==> src/hdl/gsa_pkg.sv <==
package gsa_pkg;

   // Fixed field widths of the channels
   localparam int INDEX_W  = 32;
   localparam int SAMPLE_W = 32;
   localparam int RESULT_W = 48;
   localparam int EMIT_W   = 16;
   localparam int MODE_W   = 2;
   localparam int LIMIT_W  = 16;

   // Configuration register map
   localparam int CSR_INDEX_W = 1;
   localparam int CSR_DATA_W  = LIMIT_W;
   localparam logic [CSR_INDEX_W-1:0] CSR_AGGREGATE_MODE = 1'b0;
   localparam logic [CSR_INDEX_W-1:0] CSR_MISSING_LIMIT  = 1'b1;

   // Aggregation modes
   localparam logic [MODE_W-1:0] MODE_SUM  = 2'd0;
   localparam logic [MODE_W-1:0] MODE_MEAN = 2'd1;
   localparam logic [MODE_W-1:0] MODE_MAX  = 2'd2;
   localparam logic [MODE_W-1:0] MODE_LAST = 2'd3;

   // Close-command queue depth (power of two, at least two)
   localparam int QUEUE_DEPTH = 4;

   typedef struct packed {
      logic [MODE_W-1:0]  aggregate_mode;
      logic [LIMIT_W-1:0] missing_limit;
   } gsa_cfg_type;

endpackage

==> src/hdl/gsa_req_if.sv <==
interface gsa_req_if import gsa_pkg::*; ();
   logic                       valid;
   logic                       ready;
   logic [INDEX_W-1:0]         group_index;
   logic signed [SAMPLE_W-1:0] sample_value;
   logic                       sample_missing;
   logic                       series_first;
   logic                       series_last;

   modport source (
      output valid, group_index, sample_value, sample_missing, series_first, series_last,
      input  ready
   );
   modport sink (
      input  valid, group_index, sample_value, sample_missing, series_first, series_last,
      output ready
   );
endinterface

==> src/hdl/gsa_rsp_if.sv <==
interface gsa_rsp_if import gsa_pkg::*; ();
   logic                       valid;
   logic                       ready;
   logic signed [RESULT_W-1:0] result_value;
   logic                       result_missing;
   logic [INDEX_W-1:0]         closed_group;
   logic [EMIT_W-1:0]          groups_emitted;
   logic                       result_status;
   logic                       end_of_series;

   modport source (
      output valid, result_value, result_missing, closed_group, groups_emitted,
             result_status, end_of_series,
      input  ready
   );
   modport sink (
      input  valid, result_value, result_missing, closed_group, groups_emitted,
             result_status, end_of_series,
      output ready
   );
endinterface

==> src/hdl/gsa_front.sv <==
module gsa_front import gsa_pkg::*; #(
   parameter int ACC_BITS   = 48,
   parameter int COUNT_BITS = 16,
   localparam int CMD_W     = ACC_BITS + 2 * COUNT_BITS + INDEX_W + 4
) (
   input  logic              clock,
   input  logic              reset,
   gsa_req_if.sink           req,
   input  gsa_cfg_type       cfg,
   input  logic              queue_room,
   output logic              push_first,
   output logic              push_second,
   output logic [CMD_W-1:0]  push_data_first,
   output logic [CMD_W-1:0]  push_data_second
);

   localparam int CMP_W = 32;

   typedef struct packed {
      logic signed [ACC_BITS-1:0] value;
      logic [COUNT_BITS-1:0]      divisor;
      logic                       do_div;
      logic                       missing;
      logic [INDEX_W-1:0]         closed_group;
      logic [COUNT_BITS-1:0]      emitted;
      logic                       status;
      logic                       eos;
   } cmd_type;

   function automatic logic [COUNT_BITS-1:0] sat_inc(input logic [COUNT_BITS-1:0] c);
      return (c == '1) ? c : c + COUNT_BITS'(1);
   endfunction

   // Build a close command for one group
   function automatic cmd_type make_cmd(
      input logic signed [ACC_BITS-1:0] agg,
      input logic [COUNT_BITS-1:0]      pc,
      input logic [COUNT_BITS-1:0]      mc,
      input logic [INDEX_W-1:0]         grp,
      input logic [COUNT_BITS-1:0]      em,
      input logic                       eos,
      input gsa_cfg_type                c
   );
      cmd_type r;
      r.missing      = CMP_W'(mc) > CMP_W'(c.missing_limit);
      r.value        = r.missing ? '0 : agg;
      r.divisor      = pc;
      r.do_div       = (c.aggregate_mode == MODE_MEAN) && (pc != '0) && !r.missing;
      r.closed_group = grp;
      r.emitted      = em;
      r.status       = 1'b0;
      r.eos          = eos;
      return r;
   endfunction

   // Series state
   logic signed [ACC_BITS-1:0] agg_ff, agg_in;
   logic [COUNT_BITS-1:0]      pc_ff, pc_in, mc_ff, mc_in, em_ff, em_in;
   logic [INDEX_W-1:0]         prev_ff, prev_in;
   logic                       err_ff, err_in, open_ff, open_in;

   logic                       accept;
   logic signed [ACC_BITS-1:0] agg0, agg1, agg2, v;
   logic signed [ACC_BITS:0]   sum;
   logic [COUNT_BITS-1:0]      pc0, mc0, em0, pc1, mc1, em1, pc2, mc2, em3;
   logic [INDEX_W-1:0]         prev0;
   logic                       err0, open0, is_err, close_a;
   cmd_type                    cmd_a, cmd_b, cmd_err;

   assign req.ready = queue_room;
   assign accept    = req.valid && queue_room;

   always_comb begin
      // series_first clears everything before the item is looked at
      agg0  = req.series_first ? '0 : agg_ff;
      pc0   = req.series_first ? '0 : pc_ff;
      mc0   = req.series_first ? '0 : mc_ff;
      em0   = req.series_first ? '0 : em_ff;
      err0  = req.series_first ? 1'b0 : err_ff;
      open0 = req.series_first ? 1'b0 : open_ff;
      prev0 = req.series_first ? req.group_index : prev_ff;

      is_err  = open0 && (req.group_index < prev0);
      close_a = open0 && (req.group_index != prev0) && !is_err;

      // group left behind by an index change
      agg1 = close_a ? '0 : agg0;
      pc1  = close_a ? '0 : pc0;
      mc1  = close_a ? '0 : mc0;
      em1  = close_a ? sat_inc(em0) : em0;

      // fold in the sample
      v   = req.sample_missing ? '0 : ACC_BITS'(req.sample_value);
      pc2 = req.sample_missing ? pc1 : sat_inc(pc1);
      mc2 = req.sample_missing ? sat_inc(mc1) : mc1;
      sum = (ACC_BITS + 1)'(agg1) + (ACC_BITS + 1)'(v);
      case (cfg.aggregate_mode)
         MODE_SUM, MODE_MEAN: begin
            if (sum[ACC_BITS] != sum[ACC_BITS-1]) begin
               agg2 = sum[ACC_BITS] ? {1'b1, {(ACC_BITS-1){1'b0}}}
                                    : {1'b0, {(ACC_BITS-1){1'b1}}};
            end else begin
               agg2 = sum[ACC_BITS-1:0];
            end
         end
         MODE_MAX: agg2 = (v > agg1) ? v : agg1;
         default:  agg2 = v;
      endcase
      em3 = sat_inc(em1);

      cmd_a = make_cmd(agg0, pc0, mc0, prev0, em1, 1'b0, cfg);
      cmd_b = make_cmd(agg2, pc2, mc2, req.group_index, em3, req.series_last, cfg);

      cmd_err              = '0;
      cmd_err.closed_group = prev0;
      cmd_err.emitted      = em0;
      cmd_err.status       = 1'b1;
      cmd_err.eos          = req.series_last;

      // next state
      agg_in  = agg_ff;
      pc_in   = pc_ff;
      mc_in   = mc_ff;
      em_in   = em_ff;
      err_in  = err_ff;
      open_in = open_ff;
      prev_in = prev_ff;
      if (accept) begin
         agg_in  = agg0;
         pc_in   = pc0;
         mc_in   = mc0;
         em_in   = em0;
         err_in  = err0;
         open_in = open0;
         prev_in = prev0;
         if (!err0) begin
            if (is_err) begin
               err_in  = 1'b1;
               agg_in  = '0;
               pc_in   = '0;
               mc_in   = '0;
               open_in = 1'b0;
            end else begin
               prev_in = req.group_index;
               if (req.series_last) begin
                  agg_in  = '0;
                  pc_in   = '0;
                  mc_in   = '0;
                  open_in = 1'b0;
                  em_in   = '0;
               end else begin
                  agg_in  = agg2;
                  pc_in   = pc2;
                  mc_in   = mc2;
                  open_in = 1'b1;
                  em_in   = em1;
               end
            end
         end
      end
   end

   // Queue pushes: at most two close commands per beat
   assign push_first  = accept && !err0 && (is_err || close_a || req.series_last);
   assign push_second = accept && !err0 && !is_err && close_a && req.series_last;
   assign push_data_first  = is_err ? cmd_err : (close_a ? cmd_a : cmd_b);
   assign push_data_second = cmd_b;

   always_ff @(posedge clock) begin
      if (reset) begin
         agg_ff  <= '0;
         pc_ff   <= '0;
         mc_ff   <= '0;
         em_ff   <= '0;
         err_ff  <= 1'b0;
         open_ff <= 1'b0;
         prev_ff <= '0;
      end else begin
         agg_ff  <= agg_in;
         pc_ff   <= pc_in;
         mc_ff   <= mc_in;
         em_ff   <= em_in;
         err_ff  <= err_in;
         open_ff <= open_in;
         prev_ff <= prev_in;
      end
   end

endmodule

==> src/hdl/gsa_queue.sv <==
module gsa_queue import gsa_pkg::*; #(
   parameter int WIDTH = 8
) (
   input  logic              clock,
   input  logic              reset,
   input  logic              push_first,
   input  logic              push_second,
   input  logic [WIDTH-1:0]  push_data_first,
   input  logic [WIDTH-1:0]  push_data_second,
   input  logic              pop,
   output logic [WIDTH-1:0]  head,
   output logic              not_empty,
   output logic              room
);

   localparam int PTR_W = $clog2(QUEUE_DEPTH);

   logic [WIDTH-1:0] store_ff [QUEUE_DEPTH];
   logic [PTR_W-1:0] wr_ptr_ff, wr_ptr_in, rd_ptr_ff, rd_ptr_in, wr_next;
   logic [PTR_W:0]   count_ff, count_in;

   assign wr_next   = wr_ptr_ff + PTR_W'(1);
   assign head      = store_ff[rd_ptr_ff];
   assign not_empty = count_ff != '0;
   // room for the two commands a single beat can produce
   assign room      = count_ff <= (PTR_W + 1)'(QUEUE_DEPTH - 2);

   always_comb begin
      wr_ptr_in = wr_ptr_ff + PTR_W'(push_first) + PTR_W'(push_second);
      rd_ptr_in = rd_ptr_ff + PTR_W'(pop);
      count_in  = count_ff + (PTR_W + 1)'(push_first) + (PTR_W + 1)'(push_second)
                  - (PTR_W + 1)'(pop);
   end

   // Entry storage
   always_ff @(posedge clock) begin
      if (push_first) begin
         store_ff[wr_ptr_ff] <= push_data_first;
      end
      if (push_second) begin
         store_ff[wr_next] <= push_data_second;
      end
   end

   always_ff @(posedge clock) begin
      if (reset) begin
         wr_ptr_ff <= '0;
         rd_ptr_ff <= '0;
         count_ff  <= '0;
      end else begin
         wr_ptr_ff <= wr_ptr_in;
         rd_ptr_ff <= rd_ptr_in;
         count_ff  <= count_in;
      end
   end

endmodule

==> src/hdl/gsa_back.sv <==
module gsa_back import gsa_pkg::*; #(
   parameter int ACC_BITS   = 48,
   parameter int COUNT_BITS = 16,
   localparam int CMD_W     = ACC_BITS + 2 * COUNT_BITS + INDEX_W + 4
) (
   input  logic              clock,
   input  logic              reset,
   input  logic [CMD_W-1:0]  head,
   input  logic              not_empty,
   output logic              pop,
   gsa_rsp_if.source         rsp
);

   localparam int STEP_W = $clog2(ACC_BITS);

   localparam logic [1:0] S_IDLE = 2'd0;
   localparam logic [1:0] S_DIV  = 2'd1;
   localparam logic [1:0] S_DONE = 2'd2;

   typedef struct packed {
      logic signed [ACC_BITS-1:0] value;
      logic [COUNT_BITS-1:0]      divisor;
      logic                       do_div;
      logic                       missing;
      logic [INDEX_W-1:0]         closed_group;
      logic [COUNT_BITS-1:0]      emitted;
      logic                       status;
      logic                       eos;
   } cmd_type;

   cmd_type                    head_cmd, cmd_ff, cmd_in;
   logic [1:0]                 state_ff, state_in;
   logic [STEP_W-1:0]          step_ff, step_in;
   logic [ACC_BITS-1:0]        quo_ff, quo_in;
   logic [COUNT_BITS:0]        rem_ff, rem_in, rem_shift;
   logic                       neg_ff, neg_in, ge;
   logic signed [ACC_BITS-1:0] quo_val;

   // Output register
   logic                       out_valid_ff, out_valid_in, out_free, load;
   logic signed [RESULT_W-1:0] value_ff, value_in;
   logic                       missing_ff, missing_in, status_ff, status_in, eos_ff, eos_in;
   logic [INDEX_W-1:0]         group_ff, group_in;
   logic [EMIT_W-1:0]          emitted_ff, emitted_in;

   assign head_cmd = cmd_type'(head);
   assign out_free = !out_valid_ff || rsp.ready;

   // One restoring-division step per cycle
   assign rem_shift = {rem_ff[COUNT_BITS-1:0], quo_ff[ACC_BITS-1]};
   assign ge        = rem_shift >= {1'b0, cmd_ff.divisor};
   assign quo_val   = neg_ff ? ACC_BITS'(-quo_ff) : quo_ff;

   always_comb begin
      state_in   = state_ff;
      step_in    = step_ff;
      quo_in     = quo_ff;
      rem_in     = rem_ff;
      neg_in     = neg_ff;
      cmd_in     = cmd_ff;
      pop        = 1'b0;
      load       = 1'b0;
      value_in   = value_ff;
      missing_in = missing_ff;
      group_in   = group_ff;
      emitted_in = emitted_ff;
      status_in  = status_ff;
      eos_in     = eos_ff;
      case (state_ff)
         S_IDLE: begin
            if (not_empty && head_cmd.do_div) begin
               pop      = 1'b1;
               cmd_in   = head_cmd;
               neg_in   = head_cmd.value[ACC_BITS-1];
               quo_in   = head_cmd.value[ACC_BITS-1] ? ACC_BITS'(-head_cmd.value)
                                                    : head_cmd.value;
               rem_in   = '0;
               step_in  = '0;
               state_in = S_DIV;
            end else if (not_empty && out_free) begin
               pop        = 1'b1;
               load       = 1'b1;
               value_in   = RESULT_W'(head_cmd.value);
               missing_in = head_cmd.missing;
               group_in   = head_cmd.closed_group;
               emitted_in = EMIT_W'(head_cmd.emitted);
               status_in  = head_cmd.status;
               eos_in     = head_cmd.eos;
            end
         end
         S_DIV: begin
            rem_in  = ge ? rem_shift - {1'b0, cmd_ff.divisor} : rem_shift;
            quo_in  = {quo_ff[ACC_BITS-2:0], ge};
            step_in = step_ff + STEP_W'(1);
            if (step_ff == STEP_W'(ACC_BITS - 1)) begin
               state_in = S_DONE;
            end
         end
         S_DONE: begin
            if (out_free) begin
               load       = 1'b1;
               value_in   = RESULT_W'(quo_val);
               missing_in = cmd_ff.missing;
               group_in   = cmd_ff.closed_group;
               emitted_in = EMIT_W'(cmd_ff.emitted);
               status_in  = cmd_ff.status;
               eos_in     = cmd_ff.eos;
               state_in   = S_IDLE;
            end
         end
         default: state_in = S_IDLE;
      endcase
      out_valid_in = load ? 1'b1 : (rsp.ready ? 1'b0 : out_valid_ff);
   end

   always_ff @(posedge clock) begin
      if (reset) begin
         state_ff     <= S_IDLE;
         out_valid_ff <= 1'b0;
      end else begin
         state_ff     <= state_in;
         out_valid_ff <= out_valid_in;
      end
   end

   // Datapath registers
   always_ff @(posedge clock) begin
      step_ff    <= step_in;
      quo_ff     <= quo_in;
      rem_ff     <= rem_in;
      neg_ff     <= neg_in;
      cmd_ff     <= cmd_in;
      value_ff   <= value_in;
      missing_ff <= missing_in;
      group_ff   <= group_in;
      emitted_ff <= emitted_in;
      status_ff  <= status_in;
      eos_ff     <= eos_in;
   end

   assign rsp.valid          = out_valid_ff;
   assign rsp.result_value   = value_ff;
   assign rsp.result_missing = missing_ff;
   assign rsp.closed_group   = group_ff;
   assign rsp.groups_emitted = emitted_ff;
   assign rsp.result_status  = status_ff;
   assign rsp.end_of_series  = eos_ff;

endmodule

==> src/hdl/grouped_series_aggregator.sv <==
// Grouped series aggregator. Each req beat carries one Q16.16 sample with its group
// index and missing/first/last marks; each rsp beat is one closed group (sum, mean,
// maximum from zero or last value, chosen by the aggregate_mode register). The front
// end takes one sample per cycle while ready, folding it into the running aggregate;
// closing a group pushes a command into a four-entry queue, which the back end turns
// into a result. Sum, maximum, last-value and error results load the output register
// directly; a mean result with a nonzero sample count that is not missing first
// runs through the one-bit-per-cycle restoring divider. req_ch.ready drops while
// the queue has fewer than two free entries, so a long run of short mean groups is
// paced by the divider. Write the csr registers only while no beat is in flight.
module grouped_series_aggregator import gsa_pkg::*; #(
   parameter int COUNT_BITS = 16,
   parameter int ACC_BITS   = 48
) (
   input  logic                    clock,
   input  logic                    reset,
   gsa_req_if.sink                 req_ch,
   gsa_rsp_if.source               rsp_ch,
   input  logic                    csr_write_enable,
   input  logic [CSR_INDEX_W-1:0]  csr_index,
   input  logic [CSR_DATA_W-1:0]   csr_write_data
);

   localparam int CMD_W = ACC_BITS + 2 * COUNT_BITS + INDEX_W + 4;

   gsa_cfg_type      cfg_ff, cfg_in;
   logic             push_first, push_second, pop, not_empty, room;
   logic [CMD_W-1:0] push_data_first, push_data_second, head;

   // Configuration registers
   always_comb begin
      cfg_in = cfg_ff;
      if (csr_write_enable) begin
         case (csr_index)
            CSR_AGGREGATE_MODE: cfg_in.aggregate_mode = csr_write_data[MODE_W-1:0];
            CSR_MISSING_LIMIT:  cfg_in.missing_limit  = csr_write_data[LIMIT_W-1:0];
            default:            cfg_in = cfg_ff;
         endcase
      end
   end

   always_ff @(posedge clock) begin
      if (reset) begin
         cfg_ff <= '0;
      end else begin
         cfg_ff <= cfg_in;
      end
   end

   gsa_front #(
      .ACC_BITS   (ACC_BITS),
      .COUNT_BITS (COUNT_BITS)
   ) u_front (
      .clock            (clock),
      .reset            (reset),
      .req              (req_ch),
      .cfg              (cfg_ff),
      .queue_room       (room),
      .push_first       (push_first),
      .push_second      (push_second),
      .push_data_first  (push_data_first),
      .push_data_second (push_data_second)
   );

   gsa_queue #(
      .WIDTH (CMD_W)
   ) u_queue (
      .clock            (clock),
      .reset            (reset),
      .push_first       (push_first),
      .push_second      (push_second),
      .push_data_first  (push_data_first),
      .push_data_second (push_data_second),
      .pop              (pop),
      .head             (head),
      .not_empty        (not_empty),
      .room             (room)
   );

   gsa_back #(
      .ACC_BITS   (ACC_BITS),
      .COUNT_BITS (COUNT_BITS)
   ) u_back (
      .clock     (clock),
      .reset     (reset),
      .head      (head),
      .not_empty (not_empty),
      .pop       (pop),
      .rsp       (rsp_ch)
   );

endmodule
==> src/flat_wrapper.sv <==
// flat-port wrapper written by rule: the top's interface ports become plain ports
module grouped_series_aggregator_flat import gsa_pkg::*;
#(
   parameter int COUNT_BITS = 16,
   parameter int ACC_BITS   = 48
)
  (clock, reset, csr_write_enable, csr_index, csr_write_data, req_ch_valid, req_ch_group_index, req_ch_sample_value, req_ch_sample_missing, req_ch_series_first, req_ch_series_last, req_ch_ready, rsp_ch_valid, rsp_ch_result_value, rsp_ch_result_missing, rsp_ch_closed_group, rsp_ch_groups_emitted, rsp_ch_result_status, rsp_ch_end_of_series, rsp_ch_ready);
  gsa_req_if req_ch_i ();
  gsa_rsp_if rsp_ch_i ();
  input  logic clock;
  input  logic reset;
  input  logic csr_write_enable;
  input  logic [CSR_INDEX_W-1:0] csr_index;
  input  logic [CSR_DATA_W-1:0] csr_write_data;
  input wire logic [$bits(req_ch_i.valid)-1:0] req_ch_valid;
  input wire logic [$bits(req_ch_i.group_index)-1:0] req_ch_group_index;
  input wire logic [$bits(req_ch_i.sample_value)-1:0] req_ch_sample_value;
  input wire logic [$bits(req_ch_i.sample_missing)-1:0] req_ch_sample_missing;
  input wire logic [$bits(req_ch_i.series_first)-1:0] req_ch_series_first;
  input wire logic [$bits(req_ch_i.series_last)-1:0] req_ch_series_last;
  output wire logic [$bits(req_ch_i.ready)-1:0] req_ch_ready;
  output wire logic [$bits(rsp_ch_i.valid)-1:0] rsp_ch_valid;
  output wire logic [$bits(rsp_ch_i.result_value)-1:0] rsp_ch_result_value;
  output wire logic [$bits(rsp_ch_i.result_missing)-1:0] rsp_ch_result_missing;
  output wire logic [$bits(rsp_ch_i.closed_group)-1:0] rsp_ch_closed_group;
  output wire logic [$bits(rsp_ch_i.groups_emitted)-1:0] rsp_ch_groups_emitted;
  output wire logic [$bits(rsp_ch_i.result_status)-1:0] rsp_ch_result_status;
  output wire logic [$bits(rsp_ch_i.end_of_series)-1:0] rsp_ch_end_of_series;
  input wire logic [$bits(rsp_ch_i.ready)-1:0] rsp_ch_ready;
  assign req_ch_i.valid = req_ch_valid;
  assign req_ch_i.group_index = req_ch_group_index;
  assign req_ch_i.sample_value = req_ch_sample_value;
  assign req_ch_i.sample_missing = req_ch_sample_missing;
  assign req_ch_i.series_first = req_ch_series_first;
  assign req_ch_i.series_last = req_ch_series_last;
  assign req_ch_ready = req_ch_i.ready;
  assign rsp_ch_valid = rsp_ch_i.valid;
  assign rsp_ch_result_value = rsp_ch_i.result_value;
  assign rsp_ch_result_missing = rsp_ch_i.result_missing;
  assign rsp_ch_closed_group = rsp_ch_i.closed_group;
  assign rsp_ch_groups_emitted = rsp_ch_i.groups_emitted;
  assign rsp_ch_result_status = rsp_ch_i.result_status;
  assign rsp_ch_end_of_series = rsp_ch_i.end_of_series;
  assign rsp_ch_i.ready = rsp_ch_ready;
  grouped_series_aggregator #(.COUNT_BITS(COUNT_BITS), .ACC_BITS(ACC_BITS)) u_core (.clock(clock), .reset(reset), .req_ch(req_ch_i), .rsp_ch(rsp_ch_i), .csr_write_enable(csr_write_enable), .csr_index(csr_index), .csr_write_data(csr_write_data));
endmodule
==> config.mk <==
export PLATFORM = sky130hd
export DESIGN_NAME = grouped_series_aggregator_flat
export DESIGN_NICKNAME = d
export VERILOG_FILES = /design/src/hdl/gsa_pkg.sv /design/src/hdl/gsa_req_if.sv /design/src/hdl/gsa_rsp_if.sv /design/src/hdl/gsa_front.sv /design/src/hdl/gsa_queue.sv /design/src/hdl/gsa_back.sv /design/src/hdl/grouped_series_aggregator.sv /design/src/flat_wrapper.sv
export SDC_FILE = /design/constraint.sdc
export NUM_CORES = 2
export LEC_CHECK = 0
export BUFFER_PORTS_ARGS = -buffer_cell sky130_fd_sc_hd__buf_2
export CAP_MARGIN = 20
export CORE_UTILIZATION = 40
export CTS_BUF_LIST = sky130_fd_sc_hd__clkbuf_16
export DETAILED_ROUTE_END_ITERATION = 16
export PLACE_DENSITY_LB_ADDON = 0.2
export SLEW_MARGIN = 20
export SYNTH_ARGS = -nofsm -noshare
export SYNTH_HDL_FRONTEND = slang
export SYNTH_HIERARCHICAL = 1
export SYNTH_SLANG_ARGS = --single-unit
==> constraint.sdc <==
create_clock -name clock -period 28.2 [get_ports clock]
set_input_delay 0 -clock clock [delete_from_list [all_inputs] [get_ports clock]]
set_output_delay 0 -clock clock [all_outputs]
set_load 0.01 [all_outputs]
==> reports/qor.csv <==
metric,value,unit
hold_path.class,input port to flop,
pwr-share-comb,33.9,%
p_sw,1.71,mW
grt_overflow,0,
drv_slew,0,
worstPathMaxFanout,37,
min_period,8.88,ns
p_leak,22.5,nW
die_y,365,um
first_global_vias,38100,
syn2layout_area_growth,12.4,%
status,"complete, no violations",
synth.area.mux_share,16.6,%
nets,5190,
dieArea,0.133,mm2
totalPowerFinal,4.77,mW
final_layout_size_suffix_gt1_share,21.4,%
io_pins,190,
p_seq_share,39.4,%
wl_per_cell,23.5,um
clock-sinks,859,
routed_via_density,5.77,
worst-slew-pin-transition,1.12,ns
synth-compound-area-share,12.3,%
post_cts_buffers,0,
required,28.77,ns
slew-limit-headroom,24.7,%
start_util,40.5,%
synthArstFlopShare,0,%
ys_seq_area_share,46.0,%
clkTransAtPathRegs,0.07,ns
crit_chain,mux2i_1 > ha_1 > nand4_1 > nor2_1 > a221o_1 > o31ai_2 > a31oi_4 > buf_4 > nor2_4 > buf_4 > nand2_1 > ha_1 > nor4_1 > nand2_1 > nor4b_1 > nand2_1 > o41ai_2 > o2111a_1 > nor2_1 > o311a_1 > buf_4 > a211oi_1 > nor2b_1 > mux2_2,
clock_latency,0.74,ns
synth-edff-count,701,
via_count,38900,
critPathArrivalTime,9.45,ns
synth_seq_cells,859,
max_freq,113,MHz
maxCapViolCount,0,
rsz0062_at_grt,false,
slowest_stage,o31ai_2,
power_density,80.6,mW/mm2
dp_hpwl,103000,um
numPortBuffers,189,
synth_area,0.0527,mm2
critical_path.max_stage_delay,0.71,ns
final_hold_viol_count,0,
cts_tree,built,
clock_power_share,26.7,%
yosys.area_share.simple,13.0,%
synth_top_family_by_area,multiplexers,
yosys.area_share.xor_xnor,3.08,%
internal_power,3.06,mW
synth_cell_types,110,
synthAdderAreaFrac,4.57,%
syn-num-nets,5052,
grt_use_total,23.3,%
placed_cells,6448,
drtIter0Drc,3571,
syn-mean-instance-area,11.0,um2
synthCells,4773,
antenna_found_initial,6,
first_pass_iters,6,
fin_tns_setup,0,ns
core_area,0.130,mm2
peakVddDrop,0.0552,mV
place.gp.congestion,0.914,
grt_max_degree,117,
setup_viol,0,
fin_cells,6739,
synth_warnings,6,
critical_path.endpoint_type,flop,
ant_nets,0,
die-width,365,um
swShare,35.9,%
grt_pass1_wl,239000,um
cts_inserted_buffers,97,
worst-path-buf-inv,3,
start_kind,flop,
cts.path.max_buffers,3,
fin_skew,0.0697,ns
h-tree-depth,3,
root_buffer,clkbuf_16,
rows,132,
drt_wl_total,158000,um
drc,0,
period_share,31.5,%
crit_family,compound AO/OA/AOI/OAI gates,
critPathKind,flop to flop,
synth_flop_cell,edfxtp_1,
==> per-layer routing <==
metal	GRT usage (%)	share of wire, %
met1	33.7	47
met4	6.11	1.9
met2	36.6	45
met5	0	0.020
met3	3.14	6.5
==> flip-flops by register name (all words and copies together) (netlist names), 2 cells and up <==
| name | count |
|---|---|
| u_core/cfg_ff | 18 |
| u_core/u_back/cmd_ff | 67 |
| u_core/u_back/quo_ff | 48 |
| u_core/u_back/rem_ff | 16 |
| u_core/u_back/rsp.closed_group | 32 |
| u_core/u_back/rsp.groups_emitted | 16 |
| u_core/u_back/rsp.result_value | 48 |
| u_core/u_back/state_ff | 2 |
| u_core/u_back/step_ff | 6 |
| u_core/u_front/agg_ff | 48 |
| u_core/u_front/em_ff | 16 |
| u_core/u_front/mc_ff | 16 |
| u_core/u_front/pc_ff | 16 |
| u_core/u_front/prev_ff | 32 |
| u_core/u_queue/count_ff | 3 |
| u_core/u_queue/rd_ptr_ff | 2 |
| u_core/u_queue/store_ff | 464 |
| u_core/u_queue/wr_ptr_ff | 2 |
==> stage by stage <==
step,hold slack [ns],setup WS [ns],utilization (%),area (um2)
floorplan,0.0691,14.39,-,52700
global placement,0.247,19.31,42.2,54900
detailed placement,0.248,19.14,42.2,54900
CTS,0.00186,19.52,45.5,59200
global route,0.0864,18.81,45.5,59200
finish,0.0358,19.32,45.5,59200
==> kinds of logic after synthesis <==
family	after synthesis
buffers and inverters	498
muxes	645
AOI/OAI and AO/OA	980
DFF	859
and+or+nand+nor	1415
xor gates and xnor gates	185
other	1
adders and majority gates	190
==> repair_timing <==
item | in CTS | in global routing
endpoints found under the hold margin | 215 | 0
resized for setup | 0 | 0
hold buffers | 106 | 0
==> final cells by class <==
cell class	instances	area, um2
Sequential cell	859	24200
Inverter	174	653
Antenna cell	1	2.50
Tap cell	1742	2180
Clock buffer	97	2430
Multi-Input combinational cell	3416	26300
Fill cell	12100	70800
Timing Repair Buffer	363	2570
Clock inverter	87	787
==> Yosys cell counts (all sizes together), types with 9 or more instances <==
cell type / number / area share, %
dfxtp: 158 / 6.0
nand4: 48 / 0.58
nor2b: 123 / 1.5
or4: 23 / 0.35
inv: 174 / 1.2
mux4: 116 / 5.0
and2: 16 / 0.19
edfxtp: 701 / 40
or3: 38 / 0.46
nor2: 262 / 1.9
o21ai: 225 / 2.2
xor2: 93 / 1.5
mux2: 474 / 11
nand2: 553 / 3.9
o211ai: 18 / 0.26
a211oi: 17 / 0.24
a31oi: 32 / 0.38
a21o: 27 / 0.38
or2: 22 / 0.26
a22o: 86 / 1.4
nor3: 62 / 0.61
a21bo: 14 / 0.27
o31ai: 43 / 0.65
a22oi: 27 / 0.38
ha: 186 / 4.4
a21oi: 290 / 2.8
mux2i: 55 / 1.0
buf: 145 / 1.8
nand2b: 37 / 0.44
nor4: 59 / 0.79
o22ai: 19 / 0.24
o41ai: 24 / 0.44
o21a: 22 / 0.31
o31a: 9 / 0.16
and3: 30 / 0.36
o21bai: 14 / 0.20
nand3: 106 / 1.1
xnor2: 92 / 1.5
clkbuf: 179 / 1.3
o221a: 9 / 0.19
==> final timing paths <==
| path | from | depth (start not counted) | to | slack, ns |
|---|---|---|---|---|
| min reg2reg | u_core/u_front/prev_ff[10] | 2 | u_core/u_front/prev_ff[10] | 0.45 |
| min | req_ch_sample_value[13] | 5 | u_core/u_front/agg_ff[13] | 0.04 |
| max | u_core/u_front/prev_ff[19] | 24 | u_core/u_queue/store_ff[0][84] | 19.32 |
| max reg2reg | u_core/u_front/prev_ff[19] | 24 | u_core/u_queue/store_ff[0][84] | 19.32 |
==> placed cells by master (no fill, tap or decap), drive strengths merged, types with 27 or more instances in the layout <==
cell,Yosys,final
and3,30,30
clkinv,0,50
dfxtp,158,158
nor4,59,59
nand3,106,106
buf,145,257
nand4,48,48
xnor2,92,92
a21o,27,27
nor3,62,62
mux2,474,474
dlygate4sd3,0,106
a22o,86,86
edfxtp,701,701
mux2i,55,55
o21ai,225,225
mux4,116,116
a31oi,32,32
or3,38,38
nor2,262,262
nand2,553,553
o31ai,43,43
inv,174,193
nor2b,123,123
xor2,93,93
nand2b,37,37
a21oi,290,290
clkbuf,179,97
ha,186,186
a22oi,27,27
==> power by group through the flow <==
stage | Combinational (mW) | Sequential [mW] | Clock [mW]
4_1_cts | 1.62 | 1.88 | 1.30
2_1_floorplan | 1.09 | 1.92 | 0
3_3_place_gp | 1.58 | 1.90 | 0
5_1_grt | 1.76 | 1.91 | 1.35
3_5_place_dp | 1.60 | 1.91 | 0
6_report | 1.62 | 1.88 | 1.27
==> tightest hold or removal path: cells and delay by family <==
family,cells,cell delay [ns]
AOI/OAI and AO/OA,2,0.30
and+or+nand+nor,2,0.28
buffers and inverters,1,0.09
No activity file was read; power rests on OpenSTA's default activity.
